### src/c8ie_pkg.sv
// Shared types, constants and font table for the CHIP-8 executor.
`default_nettype none
package c8ie_pkg;

	localparam int MEM_AW          = 12;
	localparam int MEM_BYTES       = 4096;
	localparam int FRAME_AW        = 11;
	localparam int FRAME_PIXELS    = 2048;
	localparam int REG_AW          = 4;
	localparam int REG_COUNT       = 16;
	localparam int STACK_SLOTS_DEF = 12;
	localparam int FONT_LEN        = 80;

	localparam logic [11:0] START_PC = 12'h200;

	typedef enum logic [1:0] {
		OP_LOAD = 2'd0,
		OP_EXEC = 2'd1,
		OP_READ = 2'd2,
		OP_NOP  = 2'd3
	} opcode_t;

	// instruction groups (top nibble)
	localparam logic [3:0] G_SYS  = 4'h0;
	localparam logic [3:0] G_JP   = 4'h1;
	localparam logic [3:0] G_CALL = 4'h2;
	localparam logic [3:0] G_SE   = 4'h3;
	localparam logic [3:0] G_SNE  = 4'h4;
	localparam logic [3:0] G_SER  = 4'h5;
	localparam logic [3:0] G_LD   = 4'h6;
	localparam logic [3:0] G_ADD  = 4'h7;
	localparam logic [3:0] G_ALU  = 4'h8;
	localparam logic [3:0] G_SNER = 4'h9;
	localparam logic [3:0] G_LDI  = 4'hA;
	localparam logic [3:0] G_JPV  = 4'hB;
	localparam logic [3:0] G_RND  = 4'hC;
	localparam logic [3:0] G_DRW  = 4'hD;
	localparam logic [3:0] G_KEY  = 4'hE;
	localparam logic [3:0] G_MISC = 4'hF;

	// ALU sub-codes (low nibble of 8XYN)
	localparam logic [3:0] ALU_MOV  = 4'h0;
	localparam logic [3:0] ALU_OR   = 4'h1;
	localparam logic [3:0] ALU_AND  = 4'h2;
	localparam logic [3:0] ALU_XOR  = 4'h3;
	localparam logic [3:0] ALU_ADD  = 4'h4;
	localparam logic [3:0] ALU_SUB  = 4'h5;
	localparam logic [3:0] ALU_SHR  = 4'h6;
	localparam logic [3:0] ALU_SUBN = 4'h7;
	localparam logic [3:0] ALU_SHL  = 4'hE;

	// low-byte codes
	localparam logic [7:0] NN_CLS  = 8'hE0;
	localparam logic [7:0] NN_RET  = 8'hEE;
	localparam logic [7:0] NN_SKP  = 8'h9E;
	localparam logic [7:0] NN_SKNP = 8'hA1;
	localparam logic [7:0] NN_WKEY = 8'h0A;
	localparam logic [7:0] NN_ADDI = 8'h1E;
	localparam logic [7:0] NN_GDT  = 8'h07;
	localparam logic [7:0] NN_SDT  = 8'h15;
	localparam logic [7:0] NN_SST  = 8'h18;
	localparam logic [7:0] NN_FONT = 8'h29;
	localparam logic [7:0] NN_BCD  = 8'h33;

	localparam logic [7:0] FONT [FONT_LEN] = '{
		8'hF0, 8'h90, 8'h90, 8'h90, 8'hF0, 8'h20, 8'h60, 8'h20, 8'h20, 8'h70,
		8'hF0, 8'h10, 8'hF0, 8'h80, 8'hF0, 8'hF0, 8'h10, 8'hF0, 8'h10, 8'hF0,
		8'h90, 8'h90, 8'hF0, 8'h10, 8'h10, 8'hF0, 8'h80, 8'hF0, 8'h10, 8'hF0,
		8'hF0, 8'h80, 8'hF0, 8'h90, 8'hF0, 8'hF0, 8'h10, 8'h20, 8'h40, 8'h40,
		8'hF0, 8'h90, 8'hF0, 8'h90, 8'hF0, 8'hF0, 8'h90, 8'hF0, 8'h10, 8'hF0,
		8'hF0, 8'h90, 8'hF0, 8'h90, 8'h90, 8'hE0, 8'h90, 8'hE0, 8'h90, 8'hE0,
		8'hF0, 8'h80, 8'h80, 8'h80, 8'hF0, 8'hE0, 8'h90, 8'h90, 8'h90, 8'hE0,
		8'hF0, 8'h80, 8'hF0, 8'h80, 8'hF0, 8'hF0, 8'h80, 8'hF0, 8'h80, 8'h80
	};

	typedef enum logic [4:0] {
		S_INIT, S_IDLE, S_LOAD, S_PIX_RD, S_PIX_CAP,
		S_FH, S_FL, S_RX, S_RY, S_R0, S_EXEC,
		S_CLR, S_DR_MEM, S_DR_LINE, S_DR_PRD, S_DR_PWR,
		S_BCD, S_WF, S_DONE
	} ctrl_state_t;

	typedef struct packed {
		logic        latch_in;
		logic        init_wr;
		logic [11:0] cnt;
		logic        mem_wr_load;
		logic        mem_rd_pc;
		logic        mem_rd_pc1;
		logic        cap_hi;
		logic        cap_word;
		logic        cap_vx;
		logic        cap_vy;
		logic        exec;
		logic        wr_flag;
		logic        frm_rd_pix;
		logic        cap_pix;
		logic        frm_clr;
		logic        mem_rd_spr;
		logic        cap_line;
		logic        frm_rd_spr;
		logic        frm_wr_spr;
		logic [3:0]  row;
		logic [2:0]  col;
		logic        mem_wr_bcd;
		logic [1:0]  bcd_idx;
		logic        out_load;
	} cmd_t;

	typedef struct packed {
		logic is_clear;
		logic is_draw;
		logic draw_empty;
		logic is_bcd;
		logic is_flag;
		logic col_last;
		logic row_last;
	} status_t;

endpackage
`default_nettype wire

### src/c8ie_ctrl.sv
// Sequencer for the CHIP-8 executor: state, loop counters and output valid.
`default_nettype none
module c8ie_ctrl (
	input  wire logic              clk,
	input  wire logic              arst_n,
	input  wire logic              in_valid,
	output logic                   in_ready,
	input  wire logic [1:0]        opcode,
	output logic                   out_valid,
	input  wire logic              out_ready,
	input  wire c8ie_pkg::status_t status,
	output c8ie_pkg::cmd_t         cmd
);
	c8ie_pkg::ctrl_state_t state_q, state_d;
	logic [11:0] cnt_q, cnt_d;
	logic [3:0]  row_q, row_d;
	logic [2:0]  col_q, col_d;
	logic [1:0]  bcd_q, bcd_d;
	logic        out_valid_q, out_valid_d;

	always_ff @(posedge clk or negedge arst_n) begin
		if (!arst_n) begin
			state_q     <= c8ie_pkg::S_INIT;
			cnt_q       <= '0;
			row_q       <= '0;
			col_q       <= '0;
			bcd_q       <= '0;
			out_valid_q <= 1'b0;
		end else begin
			state_q     <= state_d;
			cnt_q       <= cnt_d;
			row_q       <= row_d;
			col_q       <= col_d;
			bcd_q       <= bcd_d;
			out_valid_q <= out_valid_d;
		end
	end

	always_comb begin
		state_d     = state_q;
		cnt_d       = cnt_q;
		row_d       = row_q;
		col_d       = col_q;
		bcd_d       = bcd_q;
		out_valid_d = out_valid_q & ~out_ready;
		in_ready    = 1'b0;
		cmd         = '0;
		cmd.cnt     = cnt_q;
		cmd.row     = row_q;
		cmd.col     = col_q;
		cmd.bcd_idx = bcd_q;
		unique case (state_q)
			c8ie_pkg::S_INIT: begin
				cmd.init_wr = 1'b1;
				cnt_d = cnt_q + 12'd1;
				if (&cnt_q) begin
					state_d = c8ie_pkg::S_IDLE;
				end
			end
			c8ie_pkg::S_IDLE: begin
				in_ready = 1'b1;
				if (in_valid) begin
					cmd.latch_in = 1'b1;
					unique case (c8ie_pkg::opcode_t'(opcode))
						c8ie_pkg::OP_LOAD: state_d = c8ie_pkg::S_LOAD;
						c8ie_pkg::OP_EXEC: state_d = c8ie_pkg::S_FH;
						c8ie_pkg::OP_READ: state_d = c8ie_pkg::S_PIX_RD;
						default:           state_d = c8ie_pkg::S_DONE;
					endcase
				end
			end
			c8ie_pkg::S_LOAD: begin
				cmd.mem_wr_load = 1'b1;
				state_d = c8ie_pkg::S_DONE;
			end
			c8ie_pkg::S_PIX_RD: begin
				cmd.frm_rd_pix = 1'b1;
				state_d = c8ie_pkg::S_PIX_CAP;
			end
			c8ie_pkg::S_PIX_CAP: begin
				cmd.cap_pix = 1'b1;
				state_d = c8ie_pkg::S_DONE;
			end
			c8ie_pkg::S_FH: begin
				cmd.mem_rd_pc = 1'b1;
				state_d = c8ie_pkg::S_FL;
			end
			c8ie_pkg::S_FL: begin
				cmd.mem_rd_pc1 = 1'b1;
				cmd.cap_hi = 1'b1;
				state_d = c8ie_pkg::S_RX;
			end
			c8ie_pkg::S_RX: begin
				cmd.cap_word = 1'b1;
				state_d = c8ie_pkg::S_RY;
			end
			c8ie_pkg::S_RY: begin
				cmd.cap_vx = 1'b1;
				state_d = c8ie_pkg::S_R0;
			end
			c8ie_pkg::S_R0: begin
				cmd.cap_vy = 1'b1;
				state_d = c8ie_pkg::S_EXEC;
			end
			c8ie_pkg::S_EXEC: begin
				cmd.exec = 1'b1;
				if (status.is_clear) begin
					cnt_d = '0;
					state_d = c8ie_pkg::S_CLR;
				end else if (status.is_draw) begin
					row_d = '0;
					col_d = '0;
					state_d = status.draw_empty ? c8ie_pkg::S_WF : c8ie_pkg::S_DR_MEM;
				end else if (status.is_bcd) begin
					bcd_d = '0;
					state_d = c8ie_pkg::S_BCD;
				end else if (status.is_flag) begin
					state_d = c8ie_pkg::S_WF;
				end else begin
					state_d = c8ie_pkg::S_DONE;
				end
			end
			c8ie_pkg::S_CLR: begin
				cmd.frm_clr = 1'b1;
				cnt_d = cnt_q + 12'd1;
				if (&cnt_q[c8ie_pkg::FRAME_AW-1:0]) begin
					state_d = c8ie_pkg::S_DONE;
				end
			end
			c8ie_pkg::S_DR_MEM: begin
				cmd.mem_rd_spr = 1'b1;
				state_d = c8ie_pkg::S_DR_LINE;
			end
			c8ie_pkg::S_DR_LINE: begin
				cmd.cap_line = 1'b1;
				state_d = c8ie_pkg::S_DR_PRD;
			end
			c8ie_pkg::S_DR_PRD: begin
				cmd.frm_rd_spr = 1'b1;
				state_d = c8ie_pkg::S_DR_PWR;
			end
			c8ie_pkg::S_DR_PWR: begin
				cmd.frm_wr_spr = 1'b1;
				if (status.col_last) begin
					if (status.row_last) begin
						state_d = c8ie_pkg::S_WF;
					end else begin
						row_d = row_q + 4'd1;
						col_d = '0;
						state_d = c8ie_pkg::S_DR_MEM;
					end
				end else begin
					col_d = col_q + 3'd1;
					state_d = c8ie_pkg::S_DR_PRD;
				end
			end
			c8ie_pkg::S_BCD: begin
				cmd.mem_wr_bcd = 1'b1;
				bcd_d = bcd_q + 2'd1;
				if (bcd_q == 2'd2) begin
					state_d = c8ie_pkg::S_DONE;
				end
			end
			c8ie_pkg::S_WF: begin
				cmd.wr_flag = 1'b1;
				state_d = c8ie_pkg::S_DONE;
			end
			c8ie_pkg::S_DONE: begin
				if (!out_valid_q || out_ready) begin
					cmd.out_load = 1'b1;
					out_valid_d = 1'b1;
					state_d = c8ie_pkg::S_IDLE;
				end
			end
			default: state_d = c8ie_pkg::S_IDLE;
		endcase
	end

	assign out_valid = out_valid_q;
endmodule
`default_nettype wire

### config.mk
export PLATFORM = sky130hd
export DESIGN_NAME = c8ie_ctrl
export DESIGN_NICKNAME = d
export VERILOG_FILES = /design/src/c8ie_pkg.sv /design/src/c8ie_ctrl.sv
export SDC_FILE = /design/constraint.sdc
export NUM_CORES = 1
export LEC_CHECK = 0
export BUFFER_PORTS_ARGS = -buffer_cell sky130_fd_sc_hd__buf_4
export CORE_UTILIZATION = 40
export DETAILED_ROUTE_END_ITERATION = 8
export SYNTH_ARGS = -nofsm -noshare
export SYNTH_HDL_FRONTEND = slang
export SYNTH_SLANG_ARGS = --single-unit
### constraint.sdc
create_clock -name clk -period 2.5 [get_ports clk]
set_input_delay 0.125 -clock clk [delete_from_list [all_inputs] [get_ports clk]]
set_output_delay 0.125 -clock clk [all_outputs]
set_load 0.005 [all_outputs]
==> run metrics <==
number of remaining DRC errors 0; number of endpoints with negative hold slack in the final report 0; post-synthesis sequential element count 27; number of warnings issued by yosys 0; total routed wirelength 4570 um; cell family with most CP delay simple AND/OR/NAND/NOR gates; data arrival time at the worst-slack endpoint 1900 ps; unrepaired setup endpoints after global routing no; cell-by-cell trace of the critical path buf_4 -> nand2b_1 -> or2_1 -> nor2_1 -> and2_1 -> buf_4; top cell type's share of synthesized area 0.342; share of synthesized cell area in and, or, nand and nor gates 0.313; remaining max-slew budget at the tightest pin 0.578; count of final max-slew check failures 0; number of maximum-capacitance constraint violations 0; postcts setup bufs 0; dominant combinational cell family by area after synthesis simple AND/OR/NAND/NOR gates; area of the die 5220 um^2; delay of the slowest cell on the worst path 520 ps; number of nets produced by synthesis 244; initial antenna violation count 0; routed vias/inst 5.22; Detail Route Antenna Nets 0; hold-fix buffer count after cts 1; overflow left after global routing 0; Crit. End Element output pin; clock network fraction of total power 0.106; vias in the first global route 1,523; GRT Resource Usage Total 0.177; share of flip-flops with an asynchronous set or reset after synthesis 1.00; post-synthesis share of cell area spent on full adders, half adders and majority gates 0.0444; top-level port count 56; die span in y 72.3 um; summed negative setup slack over all endpoints 0 ps; fraction of the yosys area taken by sequential cells 0.342; Initial Utilization 0.418; synthesized instance count 224; crit share post-route 0.811; final setup skew 1.68 ps; DR WL/cell 13.3 um; placer congestion estimate 0.848; Area growth syn-to-layout 25.8%; maximum resistive drop on vdd 0.412 mV; number of enable-type register cells in the synthesized netlist 0; Int Power 1.30 mW; Setup-failing EPs final 0; Row Count 25; H-tree Lvls 1; switching component of the power 0.957 mW; kind of path behind the tightest hold check primary input to register; clock latency reported for the late side of the worst-skew pair 260 ps; clock buffer count from CTS 3; DP HPWL 3530 um; startpoint class of the critical path register; fraction of power spent switching nets 0.423; Final #Nets 297; biggest area consumer among synthesized cells dfrtp_1; power density over cell area 910 nW/um^2; run status finished clean; IO Port Bufs 55; Initial DRT Pass Iterations 4; CP dominant cell by count buf_4; Data required, critical path 2380 ps; Period minus WS final 2030 ps; synth unique cells 67; Clock transition at path regs 90 ps; total inserted antenna cells 0; Sequential Power Share 0.326; number of buffers and inverters on the critical path 2; CP Max Fanout 16; standard cell core area 4720 um^2; prevailing post-synth register cell dfrtp_1; CTS Root Cell clkbuf_8; layout cells sized above 1 0.290; minimum hold slack 163 ps; maximum clock frequency 0.493 GHz; post-synthesis xor/xnor area fraction 0.0399; slew of the pin with the lowest slew margin 617 ps; number of DRC markers in iteration 0 100; total number of vias 1,789; synthesized area per cell 8.81 um^2; count of clock tree sinks 27; Die Span X 72.3 um; clock tree from TritonCTS done; post-synth design cell area 1970 um^2; slowest stage cell on the critical path dfrtp_1; maximum number of pins on one net before global-route repair 28; path type of the worst setup path register to output pin; number of cells upsized or downsized after cts 0; static leakage 1.17 nW; combinational fraction of design power 0.568; top cells by area in the synthesized netlist dfrtp_1, nor2_1, ha_1, nand2_1, nand3_1; mux contribution to synthesized area 0.0368; Longest Clk Path Bufs 2; wire length of the first global-routing pass 7370 um; complex-gate fraction of the synthesized area 0.172
cell type report:
type,count,area [um^2]
Fill cell,444,2240
Inverter,6,22.5
Tap cell,67,83.8
Sequential cell,27,676
Multi-Input combinational cell,178,1200
Clock buffer,4,45.0
Timing Repair Buffer,61,460
metal layers:
| layer | up-vias | global-route usage | part of all wire |
|---|---|---|---|
| met5 | - | 0 | 0 |
| met4 | 0 | 0.0131 | 0.0022 |
| met3 | 2 | 0.0333 | 0.052 |
| met2 | 47 | 0.282 | 0.46 |
| met1 | 842 | 0.259 | 0.48 |
| li1 | 898 | - | - |
registers in the layout (all words and copies together), names as in the netlist:
signal / count
out_valid: 1
row_q: 4
col_q: 3
state_q: 5
bcd_q: 2
cnt_q: 12
metrics by stage:
| stage | setup WS, ps | total power [mW] | instance area (um^2) | utilization | std cells |
|---|---|---|---|---|---|
| final | 472 | 2.26 | 2480 | 0.526 | 343 |
| after global routing | 330 | 2.45 | 2480 | 0.526 | 343 |
| after CTS | 451 | 2.28 | 2480 | 0.526 | 343 |
| after detailed placement | 458 | 2.03 | 2430 | 0.514 | 338 |
| after global placement | 513 | 2.03 | 2430 | 0.514 | 338 |
| after floorplan | 723 | 1.62 | 1970 | - | 224 |
synth_stat cells, drive strengths merged, types with 4 or more instances:
master	instances
a21oi	6
buf	11
dfrtp	27
ha	7
inv	6
mux2	4
nand2	22
nand2b	8
nand3	15
nor2	30
nor2b	4
nor3	7
o21ai	10
or3	4
xor2	7
power groups by stage:
stage               combinational (mW)  clock (mW)  sequential, mW
floorplan                        0.961           0           0.664
global placement                  1.29           0           0.741
detailed placement                1.29           0           0.744
CTS                               1.29       0.253           0.736
global route                      1.43       0.261           0.761
finish                            1.28       0.240           0.737
cells in the final DEF, fill, tap and decap left out, types with 3 or more instances in the layout:
cell type | synthesis | final
clkbuf_8 | 0 | 3
nand4_1 | 3 | 3
nand2b_1 | 8 | 8
ha_1 | 7 | 7
inv_1 | 6 | 6
nor3_1 | 6 | 6
buf_4 | 2 | 60
dfrtp_1 | 27 | 27
nand3_1 | 14 | 14
nor2_1 | 28 | 28
and2_1 | 3 | 3
o21ai_0 | 9 | 9
or3_1 | 3 | 3
nand2_1 | 22 | 22
xor2_1 | 7 | 7
nor2b_1 | 4 | 4
a21oi_1 | 5 | 5
cell families after synthesis:
kind of cell | after synthesis
and+or+nand+nor | 114
AOI/OAI and AO/OA | 42
buffers and inverters | 19
muxes | 6
xor gates and xnor gates | 9
DFF | 27
adders and majority gates | 7
worst paths after layout:
path	start	to	slack, ps	cells after the start
setup reg to reg	state_q[2]$_DFFE_PN0P_	col_q[2]$_DFFE_PN0P_	480	5
hold / removal	status[0]	row_q[1]$_DFFE_PN0P_	160	4
max in group asynchronous	arst_n	row_q[3]$_DFFE_PN0P_	1940	2
hold reg to reg	bcd_q[0]$_DFFE_PN0P_	bcd_q[0]$_DFFE_PN0P_	510	1
setup / recovery	state_q[1]$_DFFE_PN0P_	cmd[40]	470	6
min in group asynchronous	arst_n	cnt_q[7]$_DFFE_PN0P_	300	2
worst register-to-register path, cell delays in order (launching register included):
cell,delay (ps)
dfrtp_1,560
nand2b_1,310
nor3_4,330
nand3b_2,190
a21boi_4,190
a221o_1,350
No activity file was read; power rests on OpenSTA's default activity.
